## config.mk

```make
export PLATFORM = sky130hd
export DESIGN_NAME = ranked_index_selector_core
export DESIGN_NICKNAME = d
export VERILOG_FILES = /design/src/hw/rtl/ris_pkg.sv /design/src/hw/rtl/ris_key_ram.sv /design/src/hw/rtl/ris_scan_unit.sv /design/src/hw/rtl/ranked_index_selector_core.sv
export SDC_FILE = /design/constraint.sdc
export NUM_CORES = 2
export LEC_CHECK = 0
export BUFFER_PORTS_ARGS = -buffer_cell sky130_fd_sc_hd__buf_2
export CAP_MARGIN = 20
export CORE_ASPECT_RATIO = 1.4
export CORE_UTILIZATION = 65
export CTS_BUF_LIST = sky130_fd_sc_hd__clkbuf_4
export DETAILED_ROUTE_END_ITERATION = 6
export MAX_ROUTING_LAYER = met4
export PLACE_DENSITY = 0.9
export SYNTH_ARGS = -nofsm -noshare
export SYNTH_HDL_FRONTEND = slang
export SYNTH_SLANG_ARGS = --single-unit
```

## constraint.sdc

```tcl
create_clock -name i_clk -period 7.4 [get_ports i_clk]
set_input_delay 1.85 -clock i_clk [delete_from_list [all_inputs] [get_ports i_clk]]
set_output_delay 1.85 -clock i_clk [all_outputs]
set_load 0.1 [all_outputs]
```

## src/hw/rtl/ris_pkg.sv

```systemverilog
// Shared constants, register codes and types for the ranked index selector.
package ris_pkg;

    localparam int MAX_KEYS_DEF = 64;
    localparam int KEY_W        = 32;
    localparam int POS_W        = 6;
    localparam int DIR_W        = 1;
    localparam int COUNT_W      = 7;
    localparam int CFG_IDX_W    = 2;
    localparam int CFG_DATA_W   = 7;

    localparam logic [CFG_IDX_W-1:0] REG_DIRECTION    = 2'd0;
    localparam logic [CFG_IDX_W-1:0] REG_COUNT_WANTED = 2'd1;

    localparam logic [COUNT_W-1:0] COUNT_WANTED_RST = 7'd64;

    // One compare slot presented to the scan unit.
    typedef struct packed {
        logic             clear;
        logic             valid;
        logic             largest;
        logic [POS_W-1:0] pos;
    } t_scan_ctl;

endpackage

```

## src/hw/rtl/ris_key_ram.sv

```systemverilog
// Key storage: one write port, one registered read port.
module ris_key_ram
    import ris_pkg::*;
#(
    parameter int DEPTH = MAX_KEYS_DEF,
    parameter int AW    = (DEPTH > 1) ? $clog2(DEPTH) : 1
) (
    input  logic             i_clk,
    input  logic             i_we,
    input  logic [AW-1:0]    i_waddr,
    input  logic [KEY_W-1:0] i_wdata,
    input  logic [AW-1:0]    i_raddr,
    output logic [KEY_W-1:0] o_rdata
);

    logic [KEY_W-1:0] r_mem [DEPTH];
    logic [KEY_W-1:0] r_rdata;

    always_ff @(posedge i_clk) begin
        if (i_we) begin
            r_mem[i_waddr] <= i_wdata;
        end
        r_rdata <= r_mem[i_raddr];
    end

    assign o_rdata = r_rdata;

endmodule

```

## src/hw/rtl/ris_scan_unit.sv

```systemverilog
// Shared compare unit: keeps the best untaken key seen during one scan.
module ris_scan_unit
    import ris_pkg::*;
(
    input  logic             i_clk,
    input  logic             i_rst_n,
    input  t_scan_ctl        i_ctl,
    input  logic [KEY_W-1:0] i_key,
    output logic [POS_W-1:0] o_best_pos
);

    logic             r_found;
    logic [KEY_W-1:0] r_best_val;
    logic [POS_W-1:0] r_best_pos;
    logic             better;

    // Strict compare keeps the lowest position on ties.
    always_comb begin
        if (!r_found) begin
            better = 1'b1;
        end else if (i_ctl.largest) begin
            better = $signed(i_key) > $signed(r_best_val);
        end else begin
            better = $signed(i_key) < $signed(r_best_val);
        end
    end

    always_ff @(posedge i_clk) begin
        if (!i_rst_n) begin
            r_found <= 1'b0;
        end else if (i_ctl.clear) begin
            r_found <= 1'b0;
        end else if (i_ctl.valid && better) begin
            r_found <= 1'b1;
        end
    end

    always_ff @(posedge i_clk) begin
        if (!i_ctl.clear && i_ctl.valid && better) begin
            r_best_val <= i_key;
            r_best_pos <= i_ctl.pos;
        end
    end

    assign o_best_pos = r_best_pos;

endmodule

```

## src/hw/rtl/ranked_index_selector_core.sv

```systemverilog
// Top level of the ranked index selector: key loading, scan sequencer and output register.
//
// Keys are loaded one request per cycle into a MAX_KEYS-entry key RAM; keys past
// MAX_KEYS in a set are dropped, but their last_key flag still closes the set.
// The request carrying last_key starts the ranking: for each of
// min(count_wanted, keys loaded) results the sequencer sweeps the RAM once,
// feeding one stored key per cycle through a single shared signed comparator,
// skipping positions already taken. Ties go to the lowest position. Each result
// takes the reads of the sweep, the return and compare of the last read, a drain
// step that sees the read pipe empty, and an emit step; the drain step is saved
// when the last position is already taken. While ranking runs the input stalls;
// a finished result waits in the output register while the next sweep proceeds,
// and the emit cycle stretches while that register is still held by a stalled
// receiver. New keys are taken as soon as the last result is registered.
// direction 0 ranks smallest first, 1 largest first. Write the configuration
// registers only while the block is idle.
module ranked_index_selector_core
    import ris_pkg::*;
#(
    parameter int MAX_KEYS = MAX_KEYS_DEF
) (
    input  logic                   i_clk,
    input  logic                   i_rst_n,
    // configuration write port
    input  logic                   i_cfg_we,
    input  logic [CFG_IDX_W-1:0]   i_cfg_idx,
    input  logic [CFG_DATA_W-1:0]  i_cfg_data,
    // key requests
    input  logic                   i_in_valid,
    output logic                   o_in_stall,
    input  logic signed [KEY_W-1:0] i_key_value,
    input  logic                   i_last_key,
    // ranked positions
    output logic                   o_out_valid,
    input  logic                   i_out_stall,
    output logic [POS_W-1:0]       o_ranked_position,
    output logic                   o_last_rank
);

    localparam int PW = (MAX_KEYS > 1) ? $clog2(MAX_KEYS) : 1;
    localparam int CW = $clog2(MAX_KEYS + 1);
    localparam logic [CW-1:0] MAX_CNT = CW'(MAX_KEYS);

    localparam logic [1:0] ST_LOAD = 2'd0;
    localparam logic [1:0] ST_SCAN = 2'd1;
    localparam logic [1:0] ST_EMIT = 2'd2;

    logic [1:0]          r_state, n_state;
    logic [DIR_W-1:0]    r_direction;
    logic [COUNT_W-1:0]  r_count_wanted;
    logic [CW-1:0]       r_loaded, n_loaded;
    logic [CW-1:0]       r_count, n_count;
    logic [CW-1:0]       r_emitted, n_emitted;
    logic [CW-1:0]       r_scan_idx, n_scan_idx;
    logic [MAX_KEYS-1:0] r_taken, n_taken;
    logic                r_rd_vld, n_rd_vld;
    logic [POS_W-1:0]    r_rd_pos, n_rd_pos;
    logic                r_out_vld, n_out_vld;
    logic [POS_W-1:0]    r_out_pos, n_out_pos;
    logic                r_out_last, n_out_last;

    logic                in_fire;
    logic                out_free;
    logic                ram_we;
    logic [CW-1:0]       set_size;
    logic [COUNT_W-1:0]  set_size_ext;
    logic [KEY_W-1:0]    ram_rdata;
    logic [POS_W-1:0]    best_pos;
    logic                emit_last;
    t_scan_ctl           scan_ctl;

    assign o_in_stall = (r_state != ST_LOAD);
    assign in_fire    = i_in_valid && !o_in_stall;
    assign out_free   = !r_out_vld || !i_out_stall;
    assign ram_we     = in_fire && (r_loaded < MAX_CNT);

    // Keys in the set once the closing request is stored.
    assign set_size     = ram_we ? CW'(r_loaded + 1'b1) : r_loaded;
    assign set_size_ext = COUNT_W'(set_size);
    assign emit_last    = (CW'(r_emitted + 1'b1) == r_count);

    // Configuration registers; other indexes are dropped.
    always_ff @(posedge i_clk) begin
        if (!i_rst_n) begin
            r_direction    <= '0;
            r_count_wanted <= COUNT_WANTED_RST;
        end else if (i_cfg_we) begin
            unique case (i_cfg_idx)
                REG_DIRECTION:    r_direction    <= i_cfg_data[DIR_W-1:0];
                REG_COUNT_WANTED: r_count_wanted <= i_cfg_data[COUNT_W-1:0];
                default: ;
            endcase
        end
    end

    always_comb begin
        n_state    = r_state;
        n_loaded   = r_loaded;
        n_count    = r_count;
        n_emitted  = r_emitted;
        n_scan_idx = r_scan_idx;
        n_taken    = r_taken;
        n_rd_vld   = 1'b0;
        n_rd_pos   = r_rd_pos;
        n_out_vld  = r_out_vld && i_out_stall;
        n_out_pos  = r_out_pos;
        n_out_last = r_out_last;

        unique case (r_state)
            ST_LOAD: begin
                if (in_fire) begin
                    // clear taken marks on the first key of a set
                    if (r_loaded == '0) begin
                        n_taken = '0;
                    end
                    n_loaded = set_size;
                    if (i_last_key) begin
                        n_emitted  = '0;
                        n_scan_idx = '0;
                        if (r_count_wanted > set_size_ext) begin
                            n_count = set_size;
                        end else begin
                            n_count = CW'(r_count_wanted);
                        end
                        if (r_count_wanted == '0) begin
                            n_loaded = '0;
                        end else begin
                            n_state = ST_SCAN;
                        end
                    end
                end
            end
            ST_SCAN: begin
                if (r_scan_idx < r_loaded) begin
                    // issue one read per cycle, skip taken positions
                    n_rd_vld   = !r_taken[r_scan_idx[PW-1:0]];
                    n_rd_pos   = POS_W'(r_scan_idx);
                    n_scan_idx = CW'(r_scan_idx + 1'b1);
                end else if (!r_rd_vld) begin
                    n_state = ST_EMIT;
                end
            end
            ST_EMIT: begin
                if (out_free) begin
                    n_out_vld                = 1'b1;
                    n_out_pos                = best_pos;
                    n_out_last               = emit_last;
                    n_taken[best_pos[PW-1:0]] = 1'b1;
                    n_emitted                = CW'(r_emitted + 1'b1);
                    n_scan_idx               = '0;
                    if (emit_last) begin
                        n_loaded = '0;
                        n_state  = ST_LOAD;
                    end else begin
                        n_state = ST_SCAN;
                    end
                end
            end
            default: begin
                n_state = ST_LOAD;
            end
        endcase
    end

    always_ff @(posedge i_clk) begin
        if (!i_rst_n) begin
            r_state   <= ST_LOAD;
            r_loaded  <= '0;
            r_taken   <= '0;
            r_rd_vld  <= 1'b0;
            r_out_vld <= 1'b0;
            r_count   <= '0;
            r_emitted <= '0;
            r_scan_idx <= '0;
        end else begin
            r_state    <= n_state;
            r_loaded   <= n_loaded;
            r_taken    <= n_taken;
            r_rd_vld   <= n_rd_vld;
            r_out_vld  <= n_out_vld;
            r_count    <= n_count;
            r_emitted  <= n_emitted;
            r_scan_idx <= n_scan_idx;
        end
    end

    // Payload registers, no reset.
    always_ff @(posedge i_clk) begin
        r_rd_pos   <= n_rd_pos;
        r_out_pos  <= n_out_pos;
        r_out_last <= n_out_last;
    end

    ris_key_ram #(
        .DEPTH (MAX_KEYS),
        .AW    (PW)
    ) u_key_ram (
        .i_clk   (i_clk),
        .i_we    (ram_we),
        .i_waddr (r_loaded[PW-1:0]),
        .i_wdata (i_key_value),
        .i_raddr (r_scan_idx[PW-1:0]),
        .o_rdata (ram_rdata)
    );

    // Hold the best-so-far only while sweeping.
    always_comb begin
        scan_ctl.clear   = (r_state != ST_SCAN);
        scan_ctl.valid   = r_rd_vld;
        scan_ctl.largest = r_direction[0];
        scan_ctl.pos     = r_rd_pos;
    end

    ris_scan_unit u_scan_unit (
        .i_clk      (i_clk),
        .i_rst_n    (i_rst_n),
        .i_ctl      (scan_ctl),
        .i_key      (ram_rdata),
        .o_best_pos (best_pos)
    );

    assign o_out_valid       = r_out_vld;
    assign o_ranked_position = r_out_pos;
    assign o_last_rank       = r_out_last;

endmodule
```

# Word-level counts from Yosys, hierarchy flattened
# Memory sizes are Yosys's and may differ from the RTL's. A register that Yosys moved wholly into a read port is not among the register bits.
# Cells that the tools add are included.
# op_classes
bitwise_logic	2
addsub	3
n_lt_le_gt_ge	8
reduce_logical	32
n_eq_ne	14
muxes	37
# ops
op	count
$mux 64	3
$pmux 64 s2	1
$mux 7	12
$or 64x64->64	1
$gt 32x32->1	1
$lt 32x32->1	1
$pmux 7 s2	2
$add 7x1->7 const B	3
$pmux 7 s3	1
$ne 2x2->1 const B	9
$logic_not 7->1	2
$lt 6x7->1 const B	2
$mux 2	6
$reduce_and 4->1	3
$mux 1	9
$reduce_and 2->1	4
$eq 7x7->1	1
$gt 7x7->1	1
$logic_and 1x1->1	7
$lt 7x7->1	1
$lt 7x7->1 const B	1
$bmux 1 s6	1
$demux 1 s6	1
$ge 6x1->1 const B	1
other kinds (14)	22
# word_totals
output_inout_bits	9
mem_count	1
regBits	156
in_bits	47
elab_cells	113
ramBits	2048
# memory_table
memory	words	word_bits	rd	rd_ports_with_merged_regs	wr	line	source
u_key_ram.r_mem	64	32	1	1	1	ris_key_ram.sv:16	logic [KEY_W-1:0] r_mem [DEPTH];

# Depth between registers and ports, before layout
# depth
depth_word	9
mapped_depth	14
depth_no_buf	12

# Modules after synthesis
# From an unflattened synthesis, not the netlist that was laid out.
# hier_totals
hier_cells	4045
hier_area_um2	85951.2
# modules_own_cells
module	area_per_inst_um2	instances	cells_each	seq_area_each_um2
ris_key_ram	78515.3	1	3324	62139.6
ranked_index_selector_core	5377.7	1	560	2472.4
ris_scan_unit	2058.2	1	161	1161.1

# Worst setup path after synthesis
# OpenSTA, ideal clock, no wires.
# synth_timing
path_kind	register -> register
start	register u_scan_unit.r_best_val[1]
end	register u_scan_unit.r_best_pos[0], in the netlist u_scan_unit.o_best_pos[0], enable pin
t_required_ns	6.919
t_arrival_ns	4.778
path_buffers	0
setup_slack_ns	2.141
setup_ns	0.481
synth_period_minus_slack_ns	5.259
path_stages_with_launch	10
path_cell_list	edfxtp_1 -> inv_1 -> ha_1 -> nor2b_1 -> o211ai_1 -> a21boi_0 -> or4b_2 -> a2111oi_0 -> a21oi_1 -> nor3_1
# synth_via
elab_chain_cells	4
word_cells_on_any_way	5
cone_classes	2 x order compare; 2 x mux; 1 x reduce/logical
# synth_lines
element	line	source
from (decl)	ris_scan_unit.sv:13	logic [KEY_W-1:0] r_best_val;
from (signal assigned)	ris_scan_unit.sv:40	r_best_val <= i_key;
$lt 32x32->1 / $gt 32x32->1 (equally long branches)	ris_scan_unit.sv:24, ris_scan_unit.sv:22	
$mux 1 (*)	ris_scan_unit.sv:21	end else if (i_ctl.largest) begin
$mux 1 (*)	ris_scan_unit.sv:19	if (!r_found) begin
$logic_and 1x1->1 (*)	ris_scan_unit.sv:39	if (!i_ctl.clear && i_ctl.valid && better) begin
to (signal assigned)	ris_scan_unit.sv:41	r_best_pos <= i_ctl.pos;
to (decl)	ris_scan_unit.sv:14	logic [POS_W-1:0] r_best_pos;
# Every way passes the cells marked *; elsewhere a longest branch is shown, timed or not.
# A chain may end at the register's enable or synchronous reset.

# Worst setup path in the final report
# layout_timing
start	register r_state[0]
end	output o_in_stall
# layout_via
elab_chain_cells	1
# layout_lines
element	line	source
from (decl)	ranked_index_selector_core.sv:48	logic [1:0] r_state, n_state;
from (signal assigned)	ranked_index_selector_core.sv:176	r_state <= n_state;
$reduce_bool 2->1	ranked_index_selector_core.sv:72	assign o_in_stall = (r_state != ST_LOAD);
to (decl)	ranked_index_selector_core.sv:30	output logic o_in_stall,
# No other way between the ends.

==> results.toml <==
[die]
ios = 56
start_util_pct = 65.5
die_height_um = 432
die_area_mm2 = 0.133
std_cell_rows = 157
fp.coreArea_mm2 = 0.131
die_x_um = 309

[layout]
drive_gt1_share_pct = 36.3
stdcell_count = 6329
nNetsFinal = 4282
area_delta_synth_final_pct = 11.6
fillCellCount = 6533
final_cell_mix = "edfxtp_1, mux4_2, clkbuf_4, clkinv_1, dfxtp_1"
final_common_cell = "edfxtp_1"

[synth]
synthCells = 3715
synth-main-ff-cell = "edfxtp_1"
ys_warn_count = 0
synth-edff-count = 2099
syn_area_per_cell_um2 = 23.1
syn_nets = 3811
yosysSeqAreaShare_pct = 76.8
synthesis.area_mm2 = 0.0857
yosysUniqueCellTypes = 58
postSynth.asyncResetShare_pct = 0
synth_seq_cells = 2236

[global_routing]
grtUsageMet3_pct = 7.15
grt_pass1_wl_mm = 317
use_met1_pct = 40.9
grt_overflow_total = 0
grt_use_total_pct = 35.3
grtUsageMet2_pct = 58.5
grt_max_degree = 126
antenna_found_initial = 27
top_usage_layer = "met2"
grt_pass1_vias = 45400

[detailed_routing]
wl_per_cell_um = 38.3
viasPerCell = 7.30
drt-pass1-iter-count = 7
ant_nets = 0
drt_iter0_drc = 7403
drc = 2
vias = 46200
routed_wl_mm = 242

[clock_network]
cts.hold.buffers_added = 0
cts_root_buf = "clkbuf_4"
ctsResizeCount = 0
post_cts_buffers = 0
numCtsBuffers = 484
htreeDepth = 5
clock_latency_ps = 1470
clock_path_buffers = 4
cts_tree = "built"
path_clk_slew_ps = 70
clock_sinks = 2236

[run_status]
violations = "DRC"
outcome = "finished with violations"

[worst_setup_path]
path_cells = "nor2_1, inv_1, buf_2"
slowest_stage = "dfxtp_1"
reg2reg_to = "u_key_ram.r_mem[54][4]"
cp_max_fo = 14
arrival_ps = 2710
r2r_setup_slack_ps = 3150
end_kind = "primary output"
r2r_start = "r_state[0]"
required_ps = 5550
criticalPathCategory = "flop to primary output"
max_stage_delay_ps = 670
critPathLaunchType = "flop"
reg2reg_depth = 6

[timing]
hold_viol_final = 0
rsz0062_at_grt = "no"
slew_violations = 0
tns_ps = 0
slew-limit-headroom_pct = 14.1
min_period_ps = 4560
tightest_slew_ps = 1290
skew_ps = 125
fmax_mhz = 219
finalCritPeriodShare_pct = 61.6
setup_viol = 0

[power]
p_leak_nw = 29.5
power_density_mw_per_mm2 = 265
ir_worst_vdd_uv = 178
fin_total_pwr_mw = 25.3

[worst_hold_path]
min_from = "r_rd_pos[2]"
min_to = "u_scan_unit.o_best_pos[2]"
holdPathStages = 0
hold_path.class = "flop to flop"

[run]
maxCapViolations = 0

[placed_design]
io_buffers = 55
dp_cells = 5412
place_hpwl_mm = 131
gp_congestion = 0.902
==> flip-flops by register name (all words and copies together) (netlist names), 2 cells and up <==
signal and count:
u_key_ram.r_mem 2048, r_taken 64, u_key_ram.o_rdata 32, u_scan_unit.r_best_val 32, r_count 7, r_count_wanted 7
r_emitted 7, r_loaded 7, r_scan_idx 7, o_ranked_position 6, r_rd_pos 6, u_scan_unit.o_best_pos 6
r_state 2
==> how the worst max path moves through the flow <==
stage,startpoint,end,slack [ps]
2_1_floorplan,u_scan_unit.r_best_val[1],u_scan_unit.o_best_pos[0],2140
3_3_place_gp,i_in_valid,u_key_ram.r_mem[54][5],2510
4_1_cts,r_state[0],o_in_stall,2790
3_5_place_dp,i_in_valid,u_key_ram.r_mem[54][10],2160
6_report,r_state[0],o_in_stall,2840
5_1_grt,r_state[0],o_in_stall,2740
==> critical path: cells and delay by family, from the launching register on <==
kind | cells | cell delay (ps)
AND/OR/NAND/NOR | 1 | 140
buffers and inverters | 2 | 530
flip-flops | 1 | 670
==> cells by family after synthesis <==
| logic type | share of synthesized area [%] |
|---|---|
| AND/OR/NAND/NOR | 1.74 |
| buffers and inverters | 1.15 |
| adder cells (fa/ha/maj) | 0.716 |
| multiplexers | 18.4 |
| flip-flops | 76.8 |
| AO/OA/AOI/OAI | 0.992 |
| XOR/XNOR | 0.242 |
==> report_power, final <==
group          internal, mW  switching (mW)  total (mW)
clock network          4.47            5.07        9.54
registers              13.9          0.0957        14.0
logic                 0.708            1.05        1.76
==> stage by stage <==
stage               cell area [um2]  utilization, %  worst slack (ps)  hold WS (ps)
floorplan                     85700               -              2140           400
global placement              88500            67.6              2510           400
detailed placement            88700            67.8              2160           405
CTS                           94700            72.4              2790           411
global route                  95600            73.1              2740           414
finish                        95600            73.1              2840           414
==> cells in the mapped netlist, types with 3 or more instances <==
cell | number | area [um2]
clkbuf_1 | 111 | 417
ha_1 | 49 | 613
mux4_2 | 693 | 15600
nor2_1 | 175 | 657
nand4_1 | 14 | 87.6
and4_1 | 5 | 43.8
xnor3_1 | 3 | 67.6
edfxtp_1 | 2099 | 63000
nand2_1 | 41 | 154
a22oi_1 | 4 | 30.0
o21ai_0 | 15 | 75.1
a21o_1 | 4 | 30.0
nand3_1 | 25 | 125
xnor2_1 | 15 | 131
a21oi_1 | 89 | 445
buf_2 | 56 | 280
nand3b_1 | 3 | 22.5
nor3_1 | 13 | 65.1
and3_1 | 5 | 31.3
a211oi_1 | 5 | 37.5
a31oi_1 | 6 | 37.5
buf_6 | 5 | 56.3
or3_1 | 7 | 43.8
mux2i_1 | 16 | 160
nor2b_1 | 12 | 75.1
o2111ai_1 | 3 | 26.3
inv_1 | 48 | 180
buf_1 | 12 | 45.0
and2_1 | 3 | 18.8
nor3b_1 | 5 | 37.5
dfxtp_1 | 137 | 2740
==> area by class of cell <==
class	count	area, um2	share of cell area, %
repair buffers	169	2010	2.10
flip-flops and latches	2236	65800	68.8
clock inverters	192	1010	1.05
inverters	49	184	0.192
clock buffers	662	4970	5.20
well taps	1749	2190	2.29
diodes	26	65.1	0.0680
multi-input cells	1246	19400	20.3
==> layer usage <==
layer / share of wire, % / routed length (um) / vias to the layer above
li1: - / - / 17000
met1: 29 / 70800 / 23100
met2: 52 / 125000 / 4879
met3: 12 / 28300 / 1115
met4: 7.5 / 18100 / 0
met5: 0 / 0 / -
No activity file was read; power rests on OpenSTA's default activity.
